File: src/rtl/dd_pkg.sv
// Shared types, constants and calendar tables for the date difference block.
// No dependencies; imported by dd_ctrl, dd_dpath and the top level.

package dd_pkg;

    localparam int DAY_W   = 5;
    localparam int MONTH_W = 4;
    localparam int YEAR_W  = 14;
    localparam int COUNT_W = 22;

    localparam logic [YEAR_W-1:0]  YEAR_MIN  = 14'd1;
    localparam logic [YEAR_W-1:0]  YEAR_MAX  = 14'd9999;
    localparam logic [MONTH_W-1:0] MONTH_FEB = 4'd2;
    localparam logic [MONTH_W-1:0] MONTH_DEC = 4'd12;

    // floor(y / 100) for y < 10000 as (y * 5243) >> 19
    localparam int          DIV100_SHIFT = 19;
    localparam logic [12:0] DIV100_MUL   = 13'd5243;
    localparam logic [8:0]  DAYS_PER_YEAR = 9'd365;

    // Controller commands to the datapath
    typedef struct packed {
        logic load;     // capture an input beat
        logic sel;      // 0: first date, 1: second date
        logic clamp;    // clamp year and month
        logic div;      // year / 100
        logic leap;     // leap flag, day clamp, century terms
        logic mul;      // (year - 1) * 365
        logic ord;      // finish ordinal
        logic fin;      // form count into output register
    } cmd_t;

    // Datapath status to the controller
    typedef struct packed {
        logic out_free; // output register can take a result this cycle
    } sts_t;

    // Days in month m (1..12)
    function automatic logic [4:0] month_days(input logic [MONTH_W-1:0] m,
                                              input logic is_leap);
        logic [4:0] len;
        case (m)
            4'd2:    len = is_leap ? 5'd29 : 5'd28;
            4'd4:    len = 5'd30;
            4'd6:    len = 5'd30;
            4'd9:    len = 5'd30;
            4'd11:   len = 5'd30;
            default: len = 5'd31;
        endcase
        return len;
    endfunction

    // Days in the year before the first of month m (non-leap)
    function automatic logic [8:0] days_before(input logic [MONTH_W-1:0] m);
        logic [8:0] n;
        case (m)
            4'd1:    n = 9'd0;
            4'd2:    n = 9'd31;
            4'd3:    n = 9'd59;
            4'd4:    n = 9'd90;
            4'd5:    n = 9'd120;
            4'd6:    n = 9'd151;
            4'd7:    n = 9'd181;
            4'd8:    n = 9'd212;
            4'd9:    n = 9'd243;
            4'd10:   n = 9'd273;
            4'd11:   n = 9'd304;
            default: n = 9'd334;
        endcase
        return n;
    endfunction

endpackage

File: src/rtl/dd_ctrl.sv
// Sequencer for the date difference block: walks both dates through the
// ordinal steps, then hands the count to the output register. Uses dd_pkg.

module dd_ctrl (
    input  logic          clk,
    input  logic          rst_n,
    input  logic          in_valid,
    output logic          in_stall,
    input  dd_pkg::sts_t  sts,
    output dd_pkg::cmd_t  cmd
);
    import dd_pkg::*;

    typedef enum logic [6:0] {
        ST_IDLE  = 7'b0000001,
        ST_CLAMP = 7'b0000010,
        ST_DIV   = 7'b0000100,
        ST_LEAP  = 7'b0001000,
        ST_MUL   = 7'b0010000,
        ST_ORD   = 7'b0100000,
        ST_FIN   = 7'b1000000
    } state_t;

    state_t state_reg, state_next;
    logic   sel_reg, sel_next;

    // Next state
    always_comb
    begin
        state_next = state_reg;
        sel_next   = sel_reg;
        case (state_reg)
            ST_IDLE:
            begin
                if (in_valid)
                begin
                    state_next = ST_CLAMP;
                    sel_next   = 1'b0;
                end
            end
            ST_CLAMP: state_next = ST_DIV;
            ST_DIV:   state_next = ST_LEAP;
            ST_LEAP:  state_next = ST_MUL;
            ST_MUL:   state_next = ST_ORD;
            ST_ORD:
            begin
                if (sel_reg)
                begin
                    state_next = ST_FIN;
                end
                else
                begin
                    state_next = ST_CLAMP;
                    sel_next   = 1'b1;
                end
            end
            ST_FIN:
            begin
                if (sts.out_free)
                begin
                    state_next = ST_IDLE;
                end
            end
            default: state_next = ST_IDLE;
        endcase
    end

    always_ff @(posedge clk or negedge rst_n)
    begin
        if (!rst_n)
        begin
            state_reg <= ST_IDLE;
            sel_reg   <= 1'b0;
        end
        else
        begin
            state_reg <= state_next;
            sel_reg   <= sel_next;
        end
    end

    // Commands
    assign in_stall  = (state_reg != ST_IDLE);
    assign cmd.load  = (state_reg == ST_IDLE) && in_valid;
    assign cmd.sel   = sel_reg;
    assign cmd.clamp = (state_reg == ST_CLAMP);
    assign cmd.div   = (state_reg == ST_DIV);
    assign cmd.leap  = (state_reg == ST_LEAP);
    assign cmd.mul   = (state_reg == ST_MUL);
    assign cmd.ord   = (state_reg == ST_ORD);
    assign cmd.fin   = (state_reg == ST_FIN) && sts.out_free;

endmodule

File: src/rtl/dd_dpath.sv
// Datapath for the date difference block: input capture, ordinal arithmetic
// for one date per pass, the difference and the output register. Uses dd_pkg.

module dd_dpath (
    input  logic                         clk,
    input  logic                         rst_n,
    input  dd_pkg::cmd_t                 cmd,
    output dd_pkg::sts_t                 sts,
    input  logic [dd_pkg::DAY_W-1:0]     start_day,
    input  logic [dd_pkg::MONTH_W-1:0]   start_month,
    input  logic [dd_pkg::YEAR_W-1:0]    start_year,
    input  logic [dd_pkg::DAY_W-1:0]     end_day,
    input  logic [dd_pkg::MONTH_W-1:0]   end_month,
    input  logic [dd_pkg::YEAR_W-1:0]    end_year,
    input  logic                         include_end,
    output logic                         out_valid,
    input  logic                         out_stall,
    output logic [dd_pkg::COUNT_W-1:0]   day_count
);
    import dd_pkg::*;

    // Captured beat
    logic [DAY_W-1:0]   sd_reg, ed_reg;
    logic [MONTH_W-1:0] sm_reg, em_reg;
    logic [YEAR_W-1:0]  sy_reg, ey_reg;
    logic               inc_reg;

    // Per-date working registers
    logic [YEAR_W-1:0]  y_reg, py_reg;
    logic [MONTH_W-1:0] m_reg;
    logic [DAY_W-1:0]   draw_reg, d_reg;
    logic [7:0]         yq_reg;
    logic               leap_reg;
    logic [11:0]        t_reg;
    logic [COUNT_W-1:0] acc_reg;
    logic [COUNT_W-1:0] s_ord_reg, e_ord_reg;

    // Output register
    logic               out_valid_reg;
    logic [COUNT_W-1:0] count_reg;

    // Combinational step results
    logic [YEAR_W-1:0]  y_raw, y_next;
    logic [MONTH_W-1:0] m_raw, m_next;
    logic [26:0]        prod100;
    logic [14:0]        cent_back;
    logic               rem0;
    logic [6:0]         pq;
    logic               leap_next;
    logic [4:0]         len;
    logic [DAY_W-1:0]   d_next;
    logic [11:0]        t_next;
    logic [COUNT_W-1:0] acc_next;
    logic [COUNT_W-1:0] ord_next;
    logic [COUNT_W-1:0] diff;

    // Capture input beat
    always_ff @(posedge clk)
    begin
        if (cmd.load)
        begin
            sd_reg  <= start_day;
            sm_reg  <= start_month;
            sy_reg  <= start_year;
            ed_reg  <= end_day;
            em_reg  <= end_month;
            ey_reg  <= end_year;
            inc_reg <= include_end;
        end
    end

    // Clamp year and month of the selected date
    always_comb
    begin
        y_raw = cmd.sel ? ey_reg : sy_reg;
        m_raw = cmd.sel ? em_reg : sm_reg;
        if (y_raw < YEAR_MIN)
            y_next = YEAR_MIN;
        else if (y_raw > YEAR_MAX)
            y_next = YEAR_MAX;
        else
            y_next = y_raw;
        if (m_raw == '0)
            m_next = 4'd1;
        else if (m_raw > MONTH_DEC)
            m_next = MONTH_DEC;
        else
            m_next = m_raw;
    end

    // year / 100 by reciprocal multiply
    assign prod100 = 27'(y_reg) * 27'(DIV100_MUL);

    // Leap rule, day clamp and the py/4 - py/100 + py/400 term
    always_comb
    begin
        cent_back = 15'(yq_reg) * 15'd100;
        rem0      = ({1'b0, y_reg} == cent_back);
        pq        = 7'(yq_reg - 8'(rem0));
        leap_next = ((y_reg[1:0] == 2'b00) && !rem0) || (rem0 && (yq_reg[1:0] == 2'b00));
        len       = month_days(m_reg, leap_next);
        if (draw_reg == '0)
            d_next = 5'd1;
        else if (draw_reg > len)
            d_next = len;
        else
            d_next = draw_reg;
        t_next = py_reg[13:2] - 12'(pq) + 12'(pq[6:2]);
    end

    // (year - 1) * 365 and final ordinal
    assign acc_next = 22'(py_reg) * 22'(DAYS_PER_YEAR);
    assign ord_next = acc_reg + 22'(t_reg) + 22'(days_before(m_reg))
                    + 22'((m_reg > MONTH_FEB) && leap_reg) + 22'(d_reg);

    // Working registers
    always_ff @(posedge clk)
    begin
        if (cmd.clamp)
        begin
            y_reg    <= y_next;
            py_reg   <= y_next - 14'd1;
            m_reg    <= m_next;
            draw_reg <= cmd.sel ? ed_reg : sd_reg;
        end
        if (cmd.div)
        begin
            yq_reg <= prod100[26:DIV100_SHIFT];
        end
        if (cmd.leap)
        begin
            leap_reg <= leap_next;
            d_reg    <= d_next;
            t_reg    <= t_next;
        end
        if (cmd.mul)
        begin
            acc_reg <= acc_next;
        end
        if (cmd.ord)
        begin
            if (cmd.sel)
                e_ord_reg <= ord_next;
            else
                s_ord_reg <= ord_next;
        end
    end

    // Difference, floored at zero, plus include flag
    assign diff = (s_ord_reg < e_ord_reg) ? (e_ord_reg - s_ord_reg) : '0;

    always_ff @(posedge clk)
    begin
        if (cmd.fin)
        begin
            count_reg <= diff + 22'(inc_reg);
        end
    end

    always_ff @(posedge clk or negedge rst_n)
    begin
        if (!rst_n)
        begin
            out_valid_reg <= 1'b0;
        end
        else if (cmd.fin)
        begin
            out_valid_reg <= 1'b1;
        end
        else if (!out_stall)
        begin
            out_valid_reg <= 1'b0;
        end
    end

    assign sts.out_free = !out_valid_reg || !out_stall;
    assign out_valid    = out_valid_reg;
    assign day_count    = count_reg;

endmodule

File: src/rtl/date_difference_in_days_top.sv
// Date difference in days: top level joining the sequencer and the datapath.
// Depends on dd_pkg, dd_ctrl and dd_dpath.
//
// Usage:
//   Input channel (in_valid / in_stall) carries one beat of two Gregorian
//   dates and the include_end flag. Output channel (out_valid / out_stall)
//   returns one beat with day_count per input beat, in order.
//   Out-of-range fields are clamped: year to 1..9999, month to 1..12,
//   day to 1..length of its month.
//   The two dates go through the same ordinal unit one after the other,
//   five steps each (clamp, divide by 100, leap/day clamp, multiply by 365,
//   sum), then a final step writes the difference into the output register.
//   A new beat is not accepted before the result of the last one is written
//   into the output register: in_stall is high from the accept until that write.
//   A waiting result does not block the next beat from being accepted and
//   processed; that beat holds in its last step while out_stall keeps the
//   output register full.
//   Reset (rst_n low, asynchronous) returns the sequencer to idle and drops
//   out_valid; no result is lost or repeated when the receiver stalls.

module date_difference_in_days_top (
    input  logic                         clk,
    input  logic                         rst_n,
    input  logic                         in_valid,
    output logic                         in_stall,
    input  logic [dd_pkg::DAY_W-1:0]     start_day,
    input  logic [dd_pkg::MONTH_W-1:0]   start_month,
    input  logic [dd_pkg::YEAR_W-1:0]    start_year,
    input  logic [dd_pkg::DAY_W-1:0]     end_day,
    input  logic [dd_pkg::MONTH_W-1:0]   end_month,
    input  logic [dd_pkg::YEAR_W-1:0]    end_year,
    input  logic                         include_end,
    output logic                         out_valid,
    input  logic                         out_stall,
    output logic [dd_pkg::COUNT_W-1:0]   day_count
);
    import dd_pkg::*;

    cmd_t cmd;
    sts_t sts;

    dd_ctrl u_ctrl (
        .clk      (clk),
        .rst_n    (rst_n),
        .in_valid (in_valid),
        .in_stall (in_stall),
        .sts      (sts),
        .cmd      (cmd)
    );

    dd_dpath u_dpath (
        .clk         (clk),
        .rst_n       (rst_n),
        .cmd         (cmd),
        .sts         (sts),
        .start_day   (start_day),
        .start_month (start_month),
        .start_year  (start_year),
        .end_day     (end_day),
        .end_month   (end_month),
        .end_year    (end_year),
        .include_end (include_end),
        .out_valid   (out_valid),
        .out_stall   (out_stall),
        .day_count   (day_count)
    );

endmodule
File: config.mk
export PLATFORM = sky130hd
export DESIGN_NAME = date_difference_in_days_top
export DESIGN_NICKNAME = d
export VERILOG_FILES = /design/src/rtl/dd_pkg.sv /design/src/rtl/dd_ctrl.sv /design/src/rtl/dd_dpath.sv /design/src/rtl/date_difference_in_days_top.sv
export SDC_FILE = /design/constraint.sdc
export NUM_CORES = 1
export LEC_CHECK = 0
export BUFFER_PORTS_ARGS = -buffer_cell sky130_fd_sc_hd__buf_4
export CORE_ASPECT_RATIO = 1.25
export CORE_MARGIN = 1.5
export CORE_UTILIZATION = 50
export DETAILED_ROUTE_END_ITERATION = 10
export PLACE_DENSITY = 0.78
export SKIP_CTS_REPAIR_TIMING = 1
export SYNTH_ARGS = -nofsm -noshare
export SYNTH_HDL_FRONTEND = slang
export SYNTH_SLANG_ARGS = --single-unit
File: constraint.sdc
create_clock -name clk -period 8.2 [get_ports clk]
set_input_delay 1.64 -clock clk [delete_from_list [all_inputs] [get_ports clk]]
set_output_delay 1.64 -clock clk [all_outputs]
set_load 0.01 [all_outputs]
# == Word level (Yosys, flattened, before mapping) ==
# Memory sizes are Yosys's and may differ from the RTL's.
# Cells that the tools add are included.
# op_classes
reduce_logical,21
n_eq_ne,17
magnitude_cmp,6
add_sub_neg,10
bitwise,1
n_mux,18
n_mul,3
# op_table
op,count
case mux 7 bit (7 select lines),1
adder 22 x 1 -> 22 bit,2
2-to-1 mux 14 bit,3
"multiplier 14 x 13 -> 27 bit, second input constant",1
adder 22 x 12 -> 22 bit,1
adder 22 x 5 -> 22 bit,1
adder 22 x 9 -> 22 bit,1
less-than comparator 22 bit,1
"multiplier 14 x 9 -> 22 bit, second input constant",1
2-to-1 mux 22 bit,1
subtractor 22 bit,1
2-to-1 mux 7 bit,3
equality test 14 x 15 -> 1 bit,1
"greater-than comparator 14 bit, second input constant",1
"less-than comparator 14 x 1 -> 1 bit, second input constant",1
"subtractor 14 x 1 -> 14 bit, second input constant",1
"multiplier 8 x 5 -> 13 bit, second input constant",1
adder 12 x 5 -> 12 bit,1
subtractor 12 x 7 -> 12 bit,1
2-to-1 mux 5 bit,2
case mux 5 bit (2 select lines),1
"equality test 4 x 3 -> 1 bit, second input constant",2
"equality test 4 bit, second input constant",2
2-to-1 mux 4 bit,2
other kinds (28),43
# word_totals
romBits,144
word_cells,100
out_inout_bits,24
ff_bits,207
mem_count,1
input_bits,51
# mem_list
name,depth,word_bits,read_ports,rd_clocked_by_memory_dff,wr,line_no,text
(name not given),16,9,1,0,0,dd_pkg.sv:56,case (m)

# == Depth between registers and ports, before layout ==
# Gate-level depths: netlist of the first run.
# logic_depth
ltp_word,9
mapped_depth,30
depth_no_buf,30

# == By module ==
# A second synthesis of the first run with hierarchy kept.
# unflattened
hier_cells,1583
hier_area_um2,17633.2
# by_module_without_submodules
mod,seq_area_each_um2,instances,area_per_inst_um2,cells_each
dd_dpath,5970.7,1,17147.7,1535
dd_ctrl,201.4,1,485.5,48

# == Worst setup path after synthesis of the first run ==
# Ideal clock, no wire load.
# synth_path
path_type,register to register
from,reg u_dpath.yq_reg[2]
to,"reg u_dpath.t_reg[10], data pin"
path_slack_ns,1.874
t_arrival_ns,6.191
stages_incl_launch_ff,30
t_required_ns,8.065
setup_ns,0.135
n_path_buf,0
period_less_slack_ns,6.326
path_cell_list,edfxtp_1 inv_1 ha_1 ha_1 fa_1 ha_1 nor2b_1 o21ai_1 a21boi_1 or4_1 nand3_1 nand4_1 nor3_1 ha_1 ha_1 nand2_1 xnor2_1 inv_1 fa_1 inv_1 ha_1 nor2b_1 o21ai_0 a21boi_1 o21ai_0 a21boi_1 o21ai_0 a21boi_0 or4_1 nand3_1
# synth_between
elab_chain_len,5
# synth_lines
item,line_no,text
from (decl),dd_dpath.sv:32,logic [7:0] yq_reg;
from (signal assigned),dd_dpath.sv:128,yq_reg <= prod100[26:DIV100_SHIFT];
multiplier 8 x 5 -> 13 bit,dd_dpath.sv:97,cent_back = 15'(yq_reg) * 15'd100;
equality test 14 x 15 -> 1 bit,dd_dpath.sv:98,"rem0 = ({1'b0, y_reg} == cent_back);"
subtractor 7 x 1 -> 7 bit *,dd_dpath.sv:99,pq = 7'(yq_reg - 8'(rem0));
subtractor 12 x 7 -> 12 bit,dd_dpath.sv:108,t_next = py_reg[13:2] - 12'(pq) + 12'(pq[6:2]);
adder 12 x 5 -> 12 bit *,dd_dpath.sv:108,
net u_dpath.t_next[10],dd_dpath.sv:52,logic [11:0] t_next;
to (signal assigned),dd_dpath.sv:134,t_reg <= t_next;
to (decl),dd_dpath.sv:34,logic [11:0] t_reg;
# Mark *: on every way through the listed nets, which the timed path passes. The rest lies on a longest branch.
# A chain may end at the register's enable or synchronous reset.

# == Worst setup path after layout of the first run ==
# layout_path
from,reg u_dpath.yq_reg[3]
to,"reg u_dpath.t_reg[10], data pin"
# The elaborated chain is that of the path after synthesis.

==> results of run 1 <==
==> area by class of cell <==
type	instances	area share, %
Clock buffer	28	3.23
Clock inverter	14	0.839
Inverter	320	6.10
Multi-Input combinational cell	1090	52.5
Sequential cell	207	31.3
Tap cell	474	3.01
Timing Repair Buffer	78	2.97
==> path summary, 6_finish.rpt <==
kind | start | end | slack [ps] | cells after the start
worst max register to register | u_dpath.yq_reg[3]$_DFFE_PP_ | u_dpath.t_reg[10]$_DFFE_PP_ | 1100 | 29
worst max-delay path | u_dpath.yq_reg[3]$_DFFE_PP_ | u_dpath.t_reg[10]$_DFFE_PP_ | 1100 | 29
worst min register to register | u_dpath.draw_reg[2]$_DFFE_PP_ | u_dpath.d_reg[2]$_SDFFCE_PN0P_ | 490 | 0
min in group asynchronous | rst_n | u_ctrl.sel_reg$_DFFE_PN0P_ | 940 | 1
worst min-delay path | u_dpath.draw_reg[2]$_DFFE_PP_ | u_dpath.d_reg[2]$_SDFFCE_PN0P_ | 490 | 0
max in group asynchronous | rst_n | u_ctrl.state_reg[0]$_DFFE_PN1P_ | 7040 | 1
==> cells in the final DEF, fill, tap and decap left out, types with 7 or more instances in the layout <==
master,n
a21o_1,21
a21oi_1,63
a31oi_1,12
and2_1,10
and3_1,15
buf_4,78
clkbuf_16,25
dfrtp_1,7
edfxtp_1,198
fa_1,131
ha_1,250
inv_1,319
mux2_2,7
mux2i_1,17
nand2_1,52
nand2b_1,17
nand3_1,34
nand4_1,17
nor2_1,103
nor2b_1,15
nor3_1,39
nor3b_1,7
nor4_1,7
o21a_1,7
o21ai_0,36
o21ai_1,10
xnor2_1,72
xor2_1,36
==> stage by stage <==
step | cells | power, mW | worst slack (ps) | hold WS, ps
final | 2211 | 8.14 | 1100 | 489
after global routing | 2211 | 9.08 | 625 | 497
after CTS | 2211 | 8.21 | 1110 | 485
after detailed placement | 2169 | 7.06 | 1140 | 472
after global placement | 2169 | 6.82 | 1320 | 472
after floorplan | 1640 | 5.82 | 1870 | 468
==> metal layers <==
layer	GRT usage, %	wire [um]	vias up	share of wire, %
met1	22.1	13600	5631	39
met4	6.72	1240	0	3.6
met3	2.26	1070	76	3.1
met2	37.4	18600	239	54
li1	-	-	5771	-
met5	0	0	-	0
==> logic make-up after synthesis <==
kind of cell    after synthesis  share of synthesized area [%]
fa+ha+maj                   381                           32.3
simple gates                359                           10.7
buf+inv                     343                           7.37
compound gates              217                           8.17
flops                       207                           34.7
xor+xnor                    108                           5.31
mux                          25                           1.46
==> worst register-to-register path: cells and delay by family, from the launching register on <==
kind / cells / cell delay, ps
flops: 1 / 490
compound gates: 8 / 1400
fa+ha+maj: 8 / 2720
xor+xnor: 1 / 260
buf+inv: 3 / 250
simple gates: 9 / 1840
==> power breakdown <==
part | switching [mW] | total [mW] | internal (mW)
Sequential | 0.118 | 1.69 | 1.57
Combinational | 3.02 | 5.37 | 2.34
Clock | 0.409 | 1.08 | 0.675
==> results.py, run 1 <==
metrics = {
    "critical_path": {
        "slowest_stage": "fa_1",
        "crit_type": "register to register",
        "end_kind": "register",
        "worst_path_dominant_cell_family": "adder cells",
        "crit_path_start_kind": "register",
        "crit_arrival_ps": 7480,
        "crit_fanout": 5,
        "cpMostUsedCell": "ha_1",
        "max_stage_delay_ps": 510,
        "critPathRequiredTime_ps": 8580,
        "path_buf_inv": 3,
    },
    "placement": {
        "portBuffers": 74,
        "dpl_cell_area_mm2": 0.0189,
        "gp_congestion": 0.901,
        "dpl.hpwl_mm": 28.2,
    },
    "yosys": {
        "synth_area_mm2": 0.0178,
        "yosysMostFrequentCell": "inv_1",
        "yosys.area.top_type_share_pct": 33.4,
        "syn-num-nets": 2072,
        "synth_cells": 1640,
        "yosysWarnings": 0,
        "yosysUniqueCellTypes": 89,
        "yosys.area.top_type": "edfxtp_1",
        "synth_edf_count": 198,
        "synth_area_leaders": "edfxtp_1 (33%), ha_1 (18%), fa_1 (15%)",
        "synth-seq-cells": 207,
        "ys_seq_area_share_pct": 34.7,
        "avgSynthCellArea_um2": 10.9,
        "yosys-top-cells-count": "inv_1 (320), ha_1 (250), edfxtp_1 (198)",
        "synthFlopType": "edfxtp_1",
        "async_flop_share_pct": 4.35,
    },
    "clock_network": {
        "cts_sinks": 207,
        "htree_levels": 1,
        "clk_transition_reported_paths_ps": 60,
        "clock_path_buffers": 3,
        "numCtsBuffers": 24,
        "cts_tree": "done",
        "clockRootBuffer": "clkbuf_16",
        "worstSkewPairLatency_ps": 510,
    },
    "cells_and_area": {
        "regArea_mm2": 0.00617,
        "syn2layout_area_growth_pct": 10.6,
        "antenna_cells": 0,
        "multi_input_area_mm2": 0.0103,
        "num-nets-final": 2153,
        "final_util_pct": 55.8,
        "layout-drive-gt1-share_pct": 8.58,
        "final_area_mm2": 0.0197,
        "fillers": 2961,
    },
    "job": {
        "maxCapViolations": 0,
    },
    "min_path": {
        "min_path_type": "register to register",
    },
    "floorplanning": {
        "chipWidth_um": 172,
        "die_h_um": 214,
        "die-area_mm2": 0.0368,
        "ioPinCount": 75,
        "row_count": 77,
        "start_util_pct": 50.5,
        "core-area_mm2": 0.0353,
    },
    "global_route": {
        "grt_usage_pct": 19.6,
        "antenna_found_initial": 0,
        "grt_pass1_vias": 12473,
        "grt-ovfl-total": 0,
        "grt_pass1_wl_mm": 57.9,
        "grt_max_degree": 48,
    },
    "status": {
        "status": "finished clean",
    },
    "sta": {
        "slew_headroom_pct": 21.9,
        "fmax_ghz": 0.141,
        "tightest_slew_ps": 1170,
        "setup_violations": 0,
        "rsz0062_at_grt": "no",
        "skew_ps": 7.88,
        "post-route-period-util_pct": 86.6,
        "setup_tns_ps": 0,
        "slew_violations": 0,
        "hold_violations": 0,
        "fin_crit_ps": 7100,
    },
    "pwr": {
        "vdd_drop_max_uv": 556,
        "leakage_nw": 8.93,
        "cellPowerDensity_mw_per_mm2": 413,
    },
    "routing": {
        "drtIter0Drc": 558,
        "drt_pass1_iterations": 5,
        "wl_mm": 34.5,
        "wl_per_cell_um": 15.6,
        "ant_nets": 0,
        "drc_errors": 0,
        "vias": 11717,
        "vias_per_cell": 5.30,
    },
}
(Power assumes the default switching activity.)
==> run 2: changes to the inputs <==
Settings changed: SYNTH_HIERARCHICAL set to 1.
==> results.py, run 2 <==
metrics = {
    "placement": {
        "dpl.hpwl_mm": 27.3,
        "portBuffers": 74,
        "gp_congestion": 0.875,
    },
    "routing": {
        "drc_errors": 0,
        "wl_mm": 33.0,
        "ant_nets": 0,
        "vias_per_cell": 5.34,
        "vias": 11481,
        "wl_per_cell_um": 15.4,
        "drt_pass1_iterations": 5,
        "drtIter0Drc": 587,
    },
    "cells_and_area": {
        "multi_input_area_mm2": 0.0103,
        "syn2layout_area_growth_pct": 10.3,
        "final_cell_mix": "inv_1 (277), ha_1 (251), edfxtp_1 (198)",
        "final_common_cell": "inv_1",
        "fillers": 2900,
        "regArea_mm2": 0.00617,
        "num-nets-final": 2095,
        "layout-drive-gt1-share_pct": 9.11,
    },
    "global_route": {
        "grt_pass1_wl_mm": 55.4,
        "antenna_found_initial": 0,
        "grt_max_degree": 48,
        "grt_pass1_vias": 12197,
        "grt-ovfl-total": 0,
        "grt_usage_pct": 19.0,
    },
    "critical_path": {
        "crit_arrival_ps": 7010,
        "critPathRequiredTime_ps": 8480,
        "crit_fanout": 5,
        "slowest_stage": "fa_1",
        "end_kind": "register",
        "crit_type": "register to register",
        "max_stage_delay_ps": 530,
        "crit_path_start_kind": "register",
    },
    "clock_network": {
        "numCtsBuffers": 23,
        "clk_transition_reported_paths_ps": 60,
        "cts_tree": "done",
        "cts_sinks": 207,
        "clock_path_buffers": 3,
        "worstSkewPairLatency_ps": 530,
        "clockRootBuffer": "clkbuf_16",
        "htree_levels": 1,
    },
    "yosys": {
        "synth_cells": 1583,
        "synth_xor_area_share_pct": 5.71,
        "synthAdderAreaFrac_pct": 32.7,
        "synth_top_family_by_area": "adder cells",
        "yosysUniqueCellTypes": 79,
        "yosysMostFrequentCell": "inv_1",
        "synth_area_mm2": 0.0176,
        "synth-compound-area-share_pct": 8.65,
        "yosys-top-cells-count": "inv_1 (278), ha_1 (251), edfxtp_1 (198)",
        "yosysWarnings": 6,
        "synth_edf_count": 198,
        "async_flop_share_pct": 4.35,
        "ys_seq_area_share_pct": 35.0,
        "synth-seq-cells": 207,
        "yosys.area.top_type": "edfxtp_1",
        "avgSynthCellArea_um2": 11.1,
        "yosys.area.top_type_share_pct": 33.7,
        "synthFlopType": "edfxtp_1",
        "synthMuxAreaShare_pct": 1.65,
        "syn-num-nets": 2016,
        "synthSimpleGateAreaFrac_pct": 9.65,
        "synth_area_leaders": "edfxtp_1 (34%), ha_1 (18%), fa_1 (15%)",
    },
    "floorplanning": {
        "row_count": 76,
        "chipWidth_um": 171,
        "die_h_um": 213,
        "die-area_mm2": 0.0364,
        "start_util_pct": 50.9,
        "ioPinCount": 75,
        "core-area_mm2": 0.0346,
    },
    "job": {
        "maxCapViolations": 0,
    },
    "sta": {
        "setup_tns_ps": 0,
        "slew_violations": 0,
        "post-route-period-util_pct": 82.1,
        "fmax_ghz": 0.149,
        "whs_ps": 487,
        "fin_crit_ps": 6730,
        "setup_violations": 0,
        "skew_ps": 19.7,
        "tightest_slew_ps": 1070,
        "hold_violations": 0,
        "slew_headroom_pct": 28.1,
        "rsz0062_at_grt": "no",
    },
    "pwr": {
        "vdd_drop_max_uv": 541,
        "leakage_nw": 8.66,
        "cellPowerDensity_mw_per_mm2": 416,
    },
    "min_path": {
        "min_path_type": "register to register",
    },
    "status": {
        "status": "finished clean",
    },
}
-- run 2: cell types whose count changed after synthesis, sizes merged, moves of 6 or more --
cell / previous run / this run
o31a: 2 / 8
nor4b: 0 / 7
a21boi: 8 / 2
nand4: 17 / 10
nor2: 104 / 74
or3: 6 / 12
o21a: 7 / 13
nand3: 34 / 26
o21bai: 4 / 10
inv: 320 / 278
xor2: 36 / 45
-- run 2: stage by stage --
step | total power, mW | utilization (%) | instances | setup slack [ps] | instance area, um^2
after floorplan | 5.86 | - | 1583 | 2210 | 17600
after global placement | 6.85 | 54.1 | 2105 | 1640 | 18700
after detailed placement | 7.10 | 54.1 | 2105 | 1490 | 18700
after CTS | 8.15 | 56.2 | 2147 | 1450 | 19400
after global routing | 8.98 | 56.2 | 2147 | 988 | 19400
final | 8.09 | 56.2 | 2148 | 1470 | 19400
-- run 2: path summary, 6_finish.rpt --
| kind | from | end | slack, ps | cells after the start |
|---|---|---|---|---|
| max | u_dpath/yq_reg[3]$_DFFE_PP_ | u_dpath/t_reg[10]$_DFFE_PP_ | 1470 | 25 |
| min | u_dpath/draw_reg[2]$_DFFE_PP_ | u_dpath/d_reg[2]$_SDFFCE_PN0P_ | 490 | 0 |
| max reg2reg | u_dpath/yq_reg[3]$_DFFE_PP_ | u_dpath/t_reg[10]$_DFFE_PP_ | 1470 | 25 |
| min reg2reg | u_dpath/draw_reg[2]$_DFFE_PP_ | u_dpath/d_reg[2]$_SDFFCE_PN0P_ | 490 | 0 |
| max in group asynchronous | rst_n | u_ctrl/state_reg[0]$_DFFE_PN1P_ | 7050 | 1 |
| min in group asynchronous | rst_n | u_ctrl/state_reg[1]$_DFFE_PN0P_ | 940 | 1 |
-- run 2: power by group --
group          switching, mW  internal (mW)
combinational           3.00           2.41
sequential             0.119           1.58
clock                  0.423          0.556
-- run 2: layout make-up --
cell class / instances / area share [%]
timing repair buffer: 80 / 3.09
multi-input combinational: 1072 / 53.0
tap: 468 / 3.01
clock buffer: 25 / 3.00
antenna: 1 / 0.0129
inverter: 278 / 5.37
clock inverter: 17 / 0.766
sequential: 207 / 31.7
-- run 2: metal layers --
metal | up-vias | routed length [um] | share of wire, % | GRT usage (%)
met2 | 205 | 17800 | 54 | 37.0
met5 | - | 0 | 0 | 0
li1 | 5645 | - | - | -
met4 | 0 | 1340 | 4.1 | 8.68
met3 | 83 | 931 | 2.8 | 1.93
met1 | 5548 | 12900 | 39 | 20.3
-- run 2: worst max-delay path, delay by kind of cell, from the launching register on --
family	cells	cell delay [ps]
AO/OA/AOI/OAI	11	2160
XOR/XNOR	2	400
adder cells (fa/ha/maj)	7	2660
buffers and inverters	1	110
flip-flops	1	470
multiplexers	1	80
AND/OR/NAND/NOR	3	600
-- run 2: logic make-up after synthesis --
kind of cell | after synthesis
buf+inv | 304
fa+ha+maj | 382
flops | 207
xor+xnor | 115
mux | 28
simple gates | 316
compound gates | 231
==> run 3: changes to the inputs <==
Settings changed: ABC_AREA set to 1.
Clock period 8.2 ns to 6.6 ns, I/O delays scaled along.
==> results.py, run 3 <==
metrics = {
    "critical_path": {
        "crit_type": "register to register",
        "crit_fanout": 5,
        "crit_path_start_kind": "register",
        "r2r_start": "u_dpath/yq_reg[1]$_DFFE_PP_",
        "critPathRequiredTime_ps": 6870,
        "crit_path_start": "u_dpath/yq_reg[1]$_DFFE_PP_",
        "path_buf_inv": 3,
        "cpMostUsedCell": "ha_1",
        "crit_arrival_ps": 6450,
        "crit_cells": 31,
        "rrSetupSlack_ps": 420,
        "max_stage_delay_ps": 460,
        "r2r_cells": 31,
        "worstSetupEndpoint": "u_dpath/t_reg[11]$_DFFE_PP_",
        "slowest_stage": "fa_1",
        "worst_path_dominant_cell_family": "adder cells",
        "end_kind": "register",
        "timing.rr.end": "u_dpath/t_reg[11]$_DFFE_PP_",
    },
    "clock_network": {
        "cts_sinks": 207,
        "cts_tree": "done",
        "numCtsBuffers": 24,
        "clk_transition_reported_paths_ps": 60,
        "htree_levels": 1,
        "clock_path_buffers": 3,
        "clockRootBuffer": "clkbuf_16",
        "worstSkewPairLatency_ps": 530,
    },
    "global_route": {
        "grt_pass1_vias": 14234,
        "grt-ovfl-total": 0,
        "grt_pass1_wl_mm": 63.9,
        "antenna_found_initial": 1,
        "grt_max_degree": 49,
        "grt_usage_pct": 20.8,
    },
    "routing": {
        "wl_per_cell_um": 14.6,
        "wl_mm": 37.6,
        "drt_pass1_iterations": 5,
        "drc_errors": 0,
        "vias": 13279,
        "route.met2.wl_mm": 20.3,
        "drtIter0Drc": 555,
        "top_layer_used": "met5",
        "wl_met1_mm": 14.2,
        "met3_length_mm": 1.38,
        "vias_per_cell": 5.14,
        "ant_nets": 0,
    },
    "cells_and_area": {
        "multi_input_area_mm2": 0.0107,
        "layout-drive-gt1-share_pct": 9.08,
        "final_common_cell": "inv_1",
        "antenna_cells": 0,
        "final_util_pct": 56.4,
        "syn2layout_area_growth_pct": 10.7,
        "final_cells": 2583,
        "num-nets-final": 2518,
        "final_cell_mix": "inv_1 (435), nand2_1 (348), ha_1 (251)",
        "regArea_mm2": 0.00617,
        "fillers": 3164,
    },
    "placement": {
        "dpl.cell_count": 2537,
        "gp_congestion": 0.904,
        "portBuffers": 74,
        "dpl.hpwl_mm": 31.7,
    },
    "yosys": {
        "synthFlopType": "edfxtp_1",
        "synth_area_mm2": 0.0186,
        "yosysWarnings": 6,
        "synth_cells": 1990,
        "synth_edf_count": 198,
        "yosys.area.top_type_share_pct": 32.0,
        "synth_area_leaders": "edfxtp_1 (32%), ha_1 (17%), fa_1 (14%)",
        "yosys.area.top_type": "edfxtp_1",
        "yosys-top-cells-count": "inv_1 (437), nand2_1 (348), ha_1 (251)",
        "yosysUniqueCellTypes": 50,
        "syn-num-nets": 2423,
        "synth-seq-cells": 207,
        "async_flop_share_pct": 4.35,
        "ys_seq_area_share_pct": 33.2,
        "yosysMostFrequentCell": "inv_1",
        "avgSynthCellArea_um2": 9.34,
    },
    "job": {
        "maxCapViolations": 0,
    },
    "floorplanning": {
        "row_count": 78,
        "core-area_mm2": 0.0365,
        "die-area_mm2": 0.0383,
        "chipWidth_um": 175,
        "die_h_um": 219,
        "start_util_pct": 50.9,
        "ioPinCount": 75,
    },
    "sta": {
        "slew_violations": 0,
        "fin_crit_ps": 6180,
        "setup_tns_ps": 0,
        "post-route-period-util_pct": 93.6,
        "setup_violations": 0,
        "skew_ps": 12.7,
        "tightest_slew_ps": 1140,
        "whs_ps": 497,
        "fmax_ghz": 0.162,
        "hold_violations": 0,
        "slew_headroom_pct": 23.6,
    },
    "status": {
        "status": "finished clean",
    },
    "min_path": {
        "min_path_type": "register to register",
    },
}
run 3: stage by stage:
stage	cell area [um^2]	setup WS (ps)
6_report	20600	425
5_1_grt	20600	-37.0
4_1_cts	20500	148
3_5_place_dp	19700	191
3_3_place_gp	19700	294
2_1_floorplan	18600	924
run 3: cells by family after synthesis:
logic type	Yosys count	share of synthesized area (%)
and+or+nand+nor	651	15.8
buffers and inverters	458	9.48
adders and majority gates	382	31.0
DFF	207	33.2
AOI/OAI and AO/OA	189	5.69
xor gates and xnor gates	102	4.81
muxes	1	0.0539
run 3: final cells by class:
class	instances	share of cell area, %
sequential	207	30.0
timing repair buffer	82	2.99
multi-input combinational	1325	52.0
clock buffer	26	3.06
tap	480	2.92
clock inverter	18	0.931
inverter	445	8.12
run 3: worst min-delay path, delay by kind of cell, from the launching register on:
kind             cells  cell delay, ps
flip-flops           1             340
AND/OR/NAND/NOR      2             130
run 3: worst min path at each step:
stage | start | slack (ps) | depth (start not counted) | end
2_1_floorplan | u_dpath/sd_reg[0]$_DFFE_PP_ | 490 | 2 | u_dpath/draw_reg[0]$_DFFE_PP_
3_3_place_gp | u_dpath/out_valid$_DFFE_PN0P_ | 470 | 2 | u_dpath/out_valid$_DFFE_PN0P_
3_5_place_dp | u_dpath/draw_reg[3]$_DFFE_PP_ | 480 | 0 | u_dpath/d_reg[3]$_SDFFCE_PN0P_
4_1_cts | u_dpath/draw_reg[4]$_DFFE_PP_ | 500 | 0 | u_dpath/d_reg[4]$_SDFFCE_PN0P_
5_1_grt | u_dpath/draw_reg[4]$_DFFE_PP_ | 520 | 0 | u_dpath/d_reg[4]$_SDFFCE_PN0P_
6_report | u_dpath/out_valid$_DFFE_PN0P_ | 500 | 2 | u_dpath/out_valid$_DFFE_PN0P_
run 3: metal layers:
| metal | GRT usage (%) | up-vias |
|---|---|---|
| li1 | - | 6592 |
| met3 | 2.63 | 117 |
| met5 | 0 | - |
| met2 | 41.1 | 288 |
| met4 | 9.94 | 2 |
| met1 | 21.3 | 6280 |
Power of run 3 is not shown: default switching activity piles up to over one toggle a cycle in this logic, so the estimate is an artifact.
